==> src/pixel_replicate_decimate_scaler_core_assert.svh <==
// Assertion macros shared by the scaler RTL.
// No dependencies; included by the modules that check their own logic.
`ifndef PIXEL_REPLICATE_DECIMATE_SCALER_CORE_ASSERT_SVH
`define PIXEL_REPLICATE_DECIMATE_SCALER_CORE_ASSERT_SVH
`ifndef NO_ASSERTIONS
// Condition must hold on every clock edge out of reset.
`define PRDS_ASSERT(label, cond) \
  label: assert property (@(posedge clk) disable iff (!rst_n) (cond)) \
    else $error("scaler assertion failed");
// Consequent must hold in the same cycle as the antecedent.
`define PRDS_ASSERT_IMPL(label, ante, cons) \
  label: assert property (@(posedge clk) disable iff (!rst_n) (ante) |-> (cons)) \
    else $error("scaler assertion failed");
// Consequent must hold in the cycle after the antecedent.
`define PRDS_ASSERT_NEXT(label, ante, cons) \
  label: assert property (@(posedge clk) disable iff (!rst_n) (ante) |=> (cons)) \
    else $error("scaler assertion failed");
`else
`define PRDS_ASSERT(label, cond)
`define PRDS_ASSERT_IMPL(label, ante, cons)
`define PRDS_ASSERT_NEXT(label, ante, cons)
`endif
`endif

==> src/prds_pkg.sv <==
// Shared types and constants of the pixel scaler.
// No dependencies; imported by every scaler module.
package prds_pkg;

  localparam int PIX_W       = 24;
  localparam int PAD_W       = 2;
  localparam int CFG_IDX_W   = 2;
  localparam int CFG_DATA_W  = 13;
  localparam int QUEUE_DEPTH = 4;

  localparam logic [CFG_IDX_W-1:0] REG_ROW_PIXELS   = 2'd0;
  localparam logic [CFG_IDX_W-1:0] REG_SHRINK_MODE  = 2'd1;
  localparam logic [CFG_IDX_W-1:0] REG_SCALE_FACTOR = 2'd2;

  localparam logic KIND_PIXEL = 1'b0;
  localparam logic KIND_PAD   = 1'b1;

  typedef struct packed {
    logic [7:0] blue;
    logic [7:0] green;
    logic [7:0] red;
  } pixel_t;

  typedef struct packed {
    logic [12:0] row_pixels;
    logic        shrink_mode;
    logic [3:0]  scale_factor;
  } cfg_t;

endpackage

==> src/prds_front.sv <==
// Front end of the scaler: takes pixels, tracks row and column position and
// turns each pixel into a job (copies and padding). Depends on prds_pkg.
module prds_front import prds_pkg::*; #(
  parameter int MAX_ROW_PIXELS = 4096,
  parameter int MAX_FACTOR     = 8,
  parameter int CP_W           = 4
) (
  input  logic             clk,
  input  logic             rst_n,
  input  cfg_t             cfg,
  input  logic             in_valid,
  input  logic             q_full,
  output logic             in_ready,
  output logic             push,
  output logic [CP_W-1:0]  job_copies,
  output logic [PAD_W-1:0] job_pad
);

  localparam int COL_W = (MAX_ROW_PIXELS > 1) ? $clog2(MAX_ROW_PIXELS) : 1;
  localparam int PH_W  = (MAX_FACTOR > 1) ? $clog2(MAX_FACTOR) : 1;
  localparam int RW    = $clog2(MAX_ROW_PIXELS + 1);
  localparam int LW    = (RW > CFG_DATA_W) ? RW : CFG_DATA_W;

  logic [COL_W-1:0] col_r, col_nxt;
  logic [PH_W-1:0]  rph_r, rph_nxt;
  logic [PH_W-1:0]  cph_r, cph_nxt;
  logic [1:0]       em_r, em_nxt;

  logic [CP_W-1:0]  f_eff;
  logic [LW-1:0]    rp_ext;
  logic [LW-1:0]    len_eff;
  logic [4:0]       sf_ext;
  logic             last;
  logic             row_kept;
  logic             keep;
  logic [1:0]       em_new;
  logic             accept;

  assign sf_ext = {1'b0, cfg.scale_factor};
  assign rp_ext = LW'(cfg.row_pixels);

  always_comb begin
    if (cfg.scale_factor == 4'd0) begin
      f_eff = CP_W'(1);
    end else if (sf_ext > 5'(MAX_FACTOR)) begin
      f_eff = CP_W'(MAX_FACTOR);
    end else begin
      f_eff = CP_W'(cfg.scale_factor);
    end
    if (cfg.row_pixels == '0) begin
      len_eff = LW'(1);
    end else if (rp_ext > LW'(MAX_ROW_PIXELS)) begin
      len_eff = LW'(MAX_ROW_PIXELS);
    end else begin
      len_eff = rp_ext;
    end
  end

  assign last     = (LW'(col_r) + LW'(1)) >= len_eff;
  assign in_ready = !q_full;
  assign accept   = in_valid && in_ready;

  always_comb begin
    col_nxt    = col_r;
    rph_nxt    = rph_r;
    cph_nxt    = cph_r;
    em_nxt     = em_r;
    job_copies = '0;
    job_pad    = '0;
    row_kept   = 1'b1;
    keep       = 1'b0;
    em_new     = em_r;
    if (!cfg.shrink_mode) begin
      job_copies = f_eff;
      em_new     = em_r + 2'(f_eff);
    end else begin
      row_kept   = (rph_r == '0);
      keep       = row_kept && (cph_r == '0);
      job_copies = CP_W'(keep);
      em_new     = em_r + 2'(keep);
      cph_nxt    = ((CP_W'(cph_r) + CP_W'(1)) >= f_eff) ? '0 : cph_r + PH_W'(1);
    end
    if (last) begin
      // Padding bytes to a four-byte boundary equal the pixel count mod 4.
      job_pad = row_kept ? em_new : '0;
      if (cfg.shrink_mode) begin
        rph_nxt = ((CP_W'(rph_r) + CP_W'(1)) >= f_eff) ? '0 : rph_r + PH_W'(1);
      end else begin
        rph_nxt = '0;
      end
      col_nxt = '0;
      cph_nxt = '0;
      em_nxt  = '0;
    end else begin
      col_nxt = col_r + COL_W'(1);
      em_nxt  = em_new;
    end
  end

  assign push = accept && ((job_copies != '0) || (job_pad != '0));

  always_ff @(posedge clk) begin
    if (!rst_n) begin
      col_r <= '0;
      rph_r <= '0;
      cph_r <= '0;
      em_r  <= '0;
    end else if (accept) begin
      col_r <= col_nxt;
      rph_r <= rph_nxt;
      cph_r <= cph_nxt;
      em_r  <= em_nxt;
    end
  end

endmodule

==> src/prds_queue.sv <==
// Small job queue between front and back of the scaler.
// Depends on prds_pkg and the assertion macro header.
`include "pixel_replicate_decimate_scaler_core_assert.svh"
module prds_queue import prds_pkg::*; #(
  parameter int W     = 30,
  parameter int DEPTH = 4
) (
  input  logic         clk,
  input  logic         rst_n,
  input  logic         push,
  input  logic [W-1:0] wr_data,
  input  logic         pop,
  output logic [W-1:0] rd_data,
  output logic         full,
  output logic         empty
);

  localparam int AW = (DEPTH > 1) ? $clog2(DEPTH) : 1;

  logic [W-1:0] mem_r [DEPTH];
  logic [AW:0]  wr_ptr_r, rd_ptr_r;

  assign empty   = (wr_ptr_r == rd_ptr_r);
  assign full    = (wr_ptr_r[AW-1:0] == rd_ptr_r[AW-1:0]) && (wr_ptr_r[AW] != rd_ptr_r[AW]);
  assign rd_data = mem_r[rd_ptr_r[AW-1:0]];

  always_ff @(posedge clk) begin
    if (push) begin
      mem_r[wr_ptr_r[AW-1:0]] <= wr_data;
    end
  end

  always_ff @(posedge clk) begin
    if (!rst_n) begin
      wr_ptr_r <= '0;
      rd_ptr_r <= '0;
    end else begin
      if (push) begin
        wr_ptr_r <= wr_ptr_r + (AW+1)'(1);
      end
      if (pop) begin
        rd_ptr_r <= rd_ptr_r + (AW+1)'(1);
      end
    end
  end

  `PRDS_ASSERT(a_no_push_full, !(push && full))
  `PRDS_ASSERT(a_no_pop_empty, !(pop && empty))
  `PRDS_ASSERT_NEXT(a_push_fills, push && !pop, !empty)

endmodule

==> src/prds_back.sv <==
// Scaler back end (uses prds_pkg): plays each job out as pixel copies, then
// padding bytes into an output register, one result per cycle unless stalled.
`include "pixel_replicate_decimate_scaler_core_assert.svh"
module prds_back import prds_pkg::*; #(
  parameter int CP_W = 4
) (
  input  logic             clk,
  input  logic             rst_n,
  input  logic             q_empty,
  input  logic [CP_W-1:0]  job_copies,
  input  logic [PAD_W-1:0] job_pad,
  input  pixel_t           job_pix,
  output logic             pop,
  output logic             out_valid,
  input  logic             out_ready,
  output pixel_t           out_pix,
  output logic             out_kind,
  output logic             out_last
);

  logic             act_r, act_nxt;
  logic [CP_W-1:0]  copies_r, copies_nxt;
  logic [PAD_W-1:0] pads_r, pads_nxt;
  pixel_t           pix_r, pix_nxt;
  logic             ov_r, ov_nxt;
  pixel_t           opix_r, opix_nxt;
  logic             okind_r, okind_nxt;
  logic             olast_r, olast_nxt;

  logic             advance;
  logic             emit;
  logic             is_last;

  assign advance = !ov_r || out_ready;
  assign emit    = act_r && advance;
  assign is_last = ((copies_r == CP_W'(1)) && (pads_r == '0)) ||
                   ((copies_r == '0) && (pads_r == PAD_W'(1)));
  assign pop     = !q_empty && (!act_r || (emit && is_last));

  always_comb begin
    act_nxt    = act_r;
    copies_nxt = copies_r;
    pads_nxt   = pads_r;
    pix_nxt    = pix_r;
    ov_nxt     = advance ? 1'b0 : ov_r;
    opix_nxt   = opix_r;
    okind_nxt  = okind_r;
    olast_nxt  = olast_r;
    if (emit) begin
      ov_nxt    = 1'b1;
      olast_nxt = is_last;
      if (copies_r != '0) begin
        opix_nxt   = pix_r;
        okind_nxt  = KIND_PIXEL;
        copies_nxt = copies_r - CP_W'(1);
      end else begin
        opix_nxt  = '0;
        okind_nxt = KIND_PAD;
        pads_nxt  = pads_r - PAD_W'(1);
      end
      if (is_last) begin
        act_nxt = 1'b0;
      end
    end
    if (pop) begin
      act_nxt    = 1'b1;
      copies_nxt = job_copies;
      pads_nxt   = job_pad;
      pix_nxt    = job_pix;
    end
  end

  always_ff @(posedge clk) begin
    if (!rst_n) begin
      act_r <= 1'b0;
      ov_r  <= 1'b0;
    end else begin
      act_r <= act_nxt;
      ov_r  <= ov_nxt;
    end
  end

  always_ff @(posedge clk) begin
    copies_r <= copies_nxt;
    pads_r   <= pads_nxt;
    pix_r    <= pix_nxt;
    opix_r   <= opix_nxt;
    okind_r  <= okind_nxt;
    olast_r  <= olast_nxt;
  end

  assign out_valid = ov_r;
  assign out_pix   = opix_r;
  assign out_kind  = okind_r;
  assign out_last  = olast_r;

  `PRDS_ASSERT_IMPL(a_job_nonempty, pop, (job_copies != '0) || (job_pad != '0))
  `PRDS_ASSERT_IMPL(a_active_has_work, act_r, (copies_r != '0) || (pads_r != '0))
  `PRDS_ASSERT_IMPL(a_pad_is_zero, ov_r && (okind_r == KIND_PAD), opix_r == '0)

endmodule

==> src/pixel_replicate_decimate_scaler_core.sv <==
// Top level of the nearest-neighbor integer pixel scaler.
// Depends on prds_pkg, prds_front, prds_queue and prds_back.
//
//  Channel | Direction | Handshake              | Payload
//  --------+-----------+------------------------+---------------------------------
//  in      | input     | in_tvalid / in_tready  | in_tdata: red, green, blue
//  out     | output    | out_tvalid / out_tready| out_tdata: red, green, blue;
//          |           |                        | out_tuser: kind; out_tlast: final
//  cfg     | input     | cfg_valid / cfg_ready  | cfg_index, cfg_data
//
// The back end emits one result per cycle unless out_tready stalls it. An item
// yields scale_factor copies plus up to three padding bytes at the end
// of a row in upscale mode; in downscale mode at most one copy, again followed by
// up to three padding bytes when the item closes a kept row.
// Items that produce nothing are absorbed without queuing.
// The front accepts an item every cycle while the four-entry job queue has room;
// a stalled output holds its register and backs up into the queue.
// Reset is synchronous, active low; it restores the register defaults (row of
// one pixel, replicate mode, factor one) and starts at the first pixel of a row.
module pixel_replicate_decimate_scaler_core import prds_pkg::*; #(
  parameter int MAX_ROW_PIXELS = 4096,
  parameter int MAX_FACTOR     = 8
) (
  input  logic                  clk,
  input  logic                  rst_n,
  // Pixel input stream.
  input  logic                  in_tvalid,
  output logic                  in_tready,
  input  logic [23:0]           in_tdata,   // [7:0] red, [15:8] green, [23:16] blue
  // Result stream.
  output logic                  out_tvalid,
  input  logic                  out_tready,
  output logic [23:0]           out_tdata,  // [7:0] red, [15:8] green, [23:16] blue
  output logic                  out_tuser,  // [0] kind: 0 pixel, 1 padding byte
  output logic                  out_tlast,  // last result caused by an input item
  // Register write port.
  input  logic                  cfg_valid,
  output logic                  cfg_ready,
  input  logic [CFG_IDX_W-1:0]  cfg_index,
  input  logic [CFG_DATA_W-1:0] cfg_data
);

  // Copy count holds values up to the largest factor.
  localparam int CP_W  = $clog2(MAX_FACTOR + 1);
  localparam int JOB_W = CP_W + PAD_W + PIX_W;

  cfg_t             cfg_r;
  logic             q_full;
  logic             q_empty;
  logic             push;
  logic             pop;
  logic [CP_W-1:0]  f_copies;
  logic [PAD_W-1:0] f_pad;
  logic [JOB_W-1:0] q_wr;
  logic [JOB_W-1:0] q_rd;
  pixel_t           out_pix;

  // Registers are always writable; indexes past the list are ignored.
  assign cfg_ready = 1'b1;

  always_ff @(posedge clk) begin
    if (!rst_n) begin
      cfg_r.row_pixels   <= CFG_DATA_W'(1);
      cfg_r.shrink_mode  <= 1'b0;
      cfg_r.scale_factor <= 4'd1;
    end else if (cfg_valid && cfg_ready) begin
      unique case (cfg_index)
        REG_ROW_PIXELS:   cfg_r.row_pixels   <= cfg_data;
        REG_SHRINK_MODE:  cfg_r.shrink_mode  <= cfg_data[0];
        REG_SCALE_FACTOR: cfg_r.scale_factor <= cfg_data[3:0];
        default: ;
      endcase
    end
  end

  // Front end classifies each pixel into copies and padding.
  prds_front #(
    .MAX_ROW_PIXELS(MAX_ROW_PIXELS),
    .MAX_FACTOR    (MAX_FACTOR),
    .CP_W          (CP_W)
  ) u_front (
    .clk       (clk),
    .rst_n     (rst_n),
    .cfg       (cfg_r),
    .in_valid  (in_tvalid),
    .q_full    (q_full),
    .in_ready  (in_tready),
    .push      (push),
    .job_copies(f_copies),
    .job_pad   (f_pad)
  );

  assign q_wr = {f_copies, f_pad, in_tdata};

  prds_queue #(
    .W    (JOB_W),
    .DEPTH(QUEUE_DEPTH)
  ) u_queue (
    .clk    (clk),
    .rst_n  (rst_n),
    .push   (push),
    .wr_data(q_wr),
    .pop    (pop),
    .rd_data(q_rd),
    .full   (q_full),
    .empty  (q_empty)
  );

  // Back end plays jobs out one result per cycle unless the output stalls.
  prds_back #(
    .CP_W(CP_W)
  ) u_back (
    .clk       (clk),
    .rst_n     (rst_n),
    .q_empty   (q_empty),
    .job_copies(q_rd[JOB_W-1 -: CP_W]),
    .job_pad   (q_rd[PIX_W +: PAD_W]),
    .job_pix   (pixel_t'(q_rd[PIX_W-1:0])),
    .pop       (pop),
    .out_valid (out_tvalid),
    .out_ready (out_tready),
    .out_pix   (out_pix),
    .out_kind  (out_tuser),
    .out_last  (out_tlast)
  );

  assign out_tdata = out_pix;

endmodule
==> config.mk <==
export PLATFORM = sky130hd
export DESIGN_NAME = pixel_replicate_decimate_scaler_core
export DESIGN_NICKNAME = d
export VERILOG_FILES = /design/src/prds_pkg.sv /design/src/prds_front.sv /design/src/prds_queue.sv /design/src/prds_back.sv /design/src/pixel_replicate_decimate_scaler_core.sv
export VERILOG_INCLUDE_DIRS = /design/src /design/src/src
export SDC_FILE = /design/constraint.sdc
export NUM_CORES = 1
export LEC_CHECK = 0
export BUFFER_PORTS_ARGS = -buffer_cell sky130_fd_sc_hd__buf_2
export CAP_MARGIN = 20
export CORE_MARGIN = 4
export CORE_UTILIZATION = 40
export CTS_BUF_LIST = sky130_fd_sc_hd__clkbuf_4
export DETAILED_ROUTE_END_ITERATION = 10
export SYNTH_ARGS = -nofsm -noshare
export SYNTH_HDL_FRONTEND = slang
export SYNTH_SLANG_ARGS = --single-unit
export TNS_END_PERCENT = 100
==> constraint.sdc <==
create_clock -name clk -period 13.1 [get_ports clk]
set_input_delay 2.62 -clock clk [delete_from_list [all_inputs] [get_ports clk]]
set_output_delay 2.62 -clock clk [all_outputs]
set_load 0.05 [all_outputs]
==> flow_metrics.tcl <==
set metrics [dict create \
    reg2reg_from "u_front.col_r[0]" \
    leakagePower_nw 3.98 \
    grt_pass1_wl_um 28000 \
    crit_start "u_queue.wr_ptr_r[0]" \
    synth_cell_type_count 58 \
    dp.final_hpwl_um 11000 \
    final-setup-viol-count 0 \
    start_util_pct 40.9 \
    cts_root_buf "clkbuf_4" \
    dieArea_um2 25800 \
    drc_errors 0 \
    synth-main-ff-cell "edfxtp_1" \
    numCtsBuffers 55 \
    end_kind "output port" \
    rsz0062_at_grt "no" \
    clock_latency_ps 670 \
    cts_tree "done" \
    cts_setup_buffers 0 \
    worstSetupEndpoint "in_tready" \
    clk_pin_slew_ps 70 \
    nNetsFinal 820 \
    cp_max_fo 6 \
    crit_arrival_ps 1950 \
    io_buffers 71 \
    worstSetupPathType "reg -> out" \
    track_usage_pct 13.3 \
    synth.largest_area_cell "edfxtp_1" \
    reg2reg_depth 11 \
    grt_pass1_vias 5705 \
    synth-async-reset-ratio_pct 0 \
    numClockSinks 224 \
    yosysWarnings 0 \
    synth_most_common_cell "edfxtp_1" \
    yosysSeqAreaShare_pct 67.0 \
    synth_commonest_cells "edfxtp_1 (176), nand2_1 (59), dfxtp_1 (48)" \
    synth-seq-cells 224 \
    hold_viol_final 0 \
    grt_max_degree 32 \
    grt_antenna_before_repair 1 \
    place_congestion 0.766 \
    final_area_um2 10800 \
    first_iter_violations 255 \
    drive_above_1_share_pct 28.8 \
    finalCriticalPeriod_ps 4570 \
    hp-class "reg -> reg" \
    cts_resized 0 \
    min_path_cells 2 \
    synth_top_area_share_pct 56.7 \
    vias 5292 \
    core_area_um2 22800 \
    drtAntennaViolNets 0 \
    h-tree-depth 2 \
    finalCritPeriodShare_pct 34.9 \
    ir_worst_vdd_v 0.0000700 \
    synthToLayoutAreaGrowth_pct 16.0 \
    worstPathRequired_ps 10480 \
    wl_per_cell_um 15.2 \
    max_freq_mhz 219 \
    synthTopCellsByArea "edfxtp_1 (57%), dfxtp_1 (10%), mux4_2 (7.2%), ha_1 (4.8%), nand2_1 (2.4%)" \
    fin_setup_tns_ps 0 \
    netlist_instances 625 \
    clockBufferDepth 3 \
    boundaryPins 73 \
    status "finished clean" \
    fp-row-count 55 \
    synth_nets 705 \
    synth.avg_cell_area_um2 14.9 \
    r2r-end "u_queue.mem_r[1][25]" \
    chipHeight_um 161 \
    synth-edff-count 176 \
    slew_violations 0 \
    die_x_um 161 \
    worst_pin_slew_ps 806 \
    critPathLaunchType "flip-flop" \
    reg2reg_setup_slack_ps 9130 \
    slew_headroom_pct 46.3 \
    cap_violations 0 \
    via_per_inst 4.81 \
    fin_skew_ps 61.1 \
    drt-pass1-iter-count 4 \
    overflow 0 \
    power.density_nw_per_um2 182 \
    drt_wl_total_um 16800 \
    synth_area_um2 9330 \
    cts-hold-fix-buffers 0 \
    dpl_cell_area_um2 10100 \
]
## cell type report
cell class	instances	area, um2
inverter	23	86.3
fill	2005	12000
antenna	1	2.50
timing repair buffer	80	463
clock buffer	86	646
clock inverter	17	77.6
sequential	224	6250
tap	313	392
multi-input combinational	356	2900
## cells in the final DEF (no fill, tap or decap), types with 2 or more instances in the layout
master	count
a21o_1	6
a21oi_1	27
a31oi_1	3
and2_1	3
and3_1	6
and3_2	3
buf_16	2
buf_2	71
buf_4	7
clkbuf_4	86
clkinv_1	12
clkinv_2	3
dfxtp_1	47
edfxtp_1	176
ha_1	36
inv_1	22
mux2i_1	7
mux4_2	30
nand2_1	59
nand2b_1	9
nand3_1	8
nand4_1	6
nor2_1	43
nor2b_1	26
nor3_1	4
nor3b_1	2
nor4_1	3
o211ai_1	4
o21ai_0	5
o21ai_2	3
or3_1	2
xnor2_1	12
xor2_1	21
## report_power, final
group,total (W),internal [W],switching [W]
Combinational,0.000453,0.000160,0.000293
Sequential,0.000954,0.000920,0.0000339
Clock,0.000566,0.000301,0.000265
## state kept, by name, summed over array words and instances (netlist names), named ones only
register / cells
u_back.act_r: 1
u_queue.wr_ptr_r: 3
u_front.rph_r: 3
u_back.out_last: 1
u_front.cph_r: 3
u_back.pads_r: 2
u_back.pix_r: 24
cfg_r: 18
u_back.out_valid: 1
u_back.out_pix: 24
u_front.col_r: 12
u_front.em_r: 2
u_back.copies_r: 4
u_queue.mem_r: 120
u_queue.rd_ptr_r: 3
u_back.out_kind: 1
## worst min-delay path by stage
stage	start	endpoint	slack, ps
2_1_floorplan	cfg_r[5]	cfg_r[5]	440
3_3_place_gp	u_front.em_r[0]	u_front.em_r[0]	450
3_5_place_dp	u_front.em_r[0]	u_front.em_r[0]	460
4_1_cts	u_front.em_r[0]	u_front.em_r[0]	470
5_1_grt	u_front.em_r[0]	u_front.em_r[0]	490
6_report	u_front.em_r[0]	u_front.em_r[0]	470
## stage by stage
| stage | util [%] | cells | power (W) | hold WS [ps] | setup WS (ps) |
|---|---|---|---|---|---|
| after floorplan | - | 625 | 0.00130 | 440 | 8370 |
| after global placement | 44.1 | 994 | 0.00140 | 451 | 8140 |
| after detailed placement | 44.2 | 995 | 0.00142 | 459 | 8310 |
| after CTS | 47.4 | 1098 | 0.00200 | 468 | 8470 |
| after global routing | 47.5 | 1100 | 0.00209 | 491 | 8380 |
| final | 47.5 | 1100 | 0.00197 | 471 | 8530 |
## critical path, cell delays in order (launching register included)
cell	delay, ps
dfxtp_1	460
xor2_1	420
or3_1	180
buf_2	260
## cell families after synthesis
kind of cell    synth area share [%]
mux                             8.12
xor+xnor                        3.10
other cells                   0.0402
buf+inv                         2.03
compound gates                  5.26
simple gates                    9.65
flops                           67.0
fa+ha+maj                       4.83
## per-layer routing
layer / vias to the layer above / share of wire [%] / global-route usage [%]
li1: 2582 / - / -
met1: 2551 / 43 / 16.1
met2: 129 / 50 / 23.0
met3: 30 / 5.0 / 3.23
met4: 0 / 2.0 / 5.20
met5: - / 0 / 0
(Power assumes the default switching activity.)
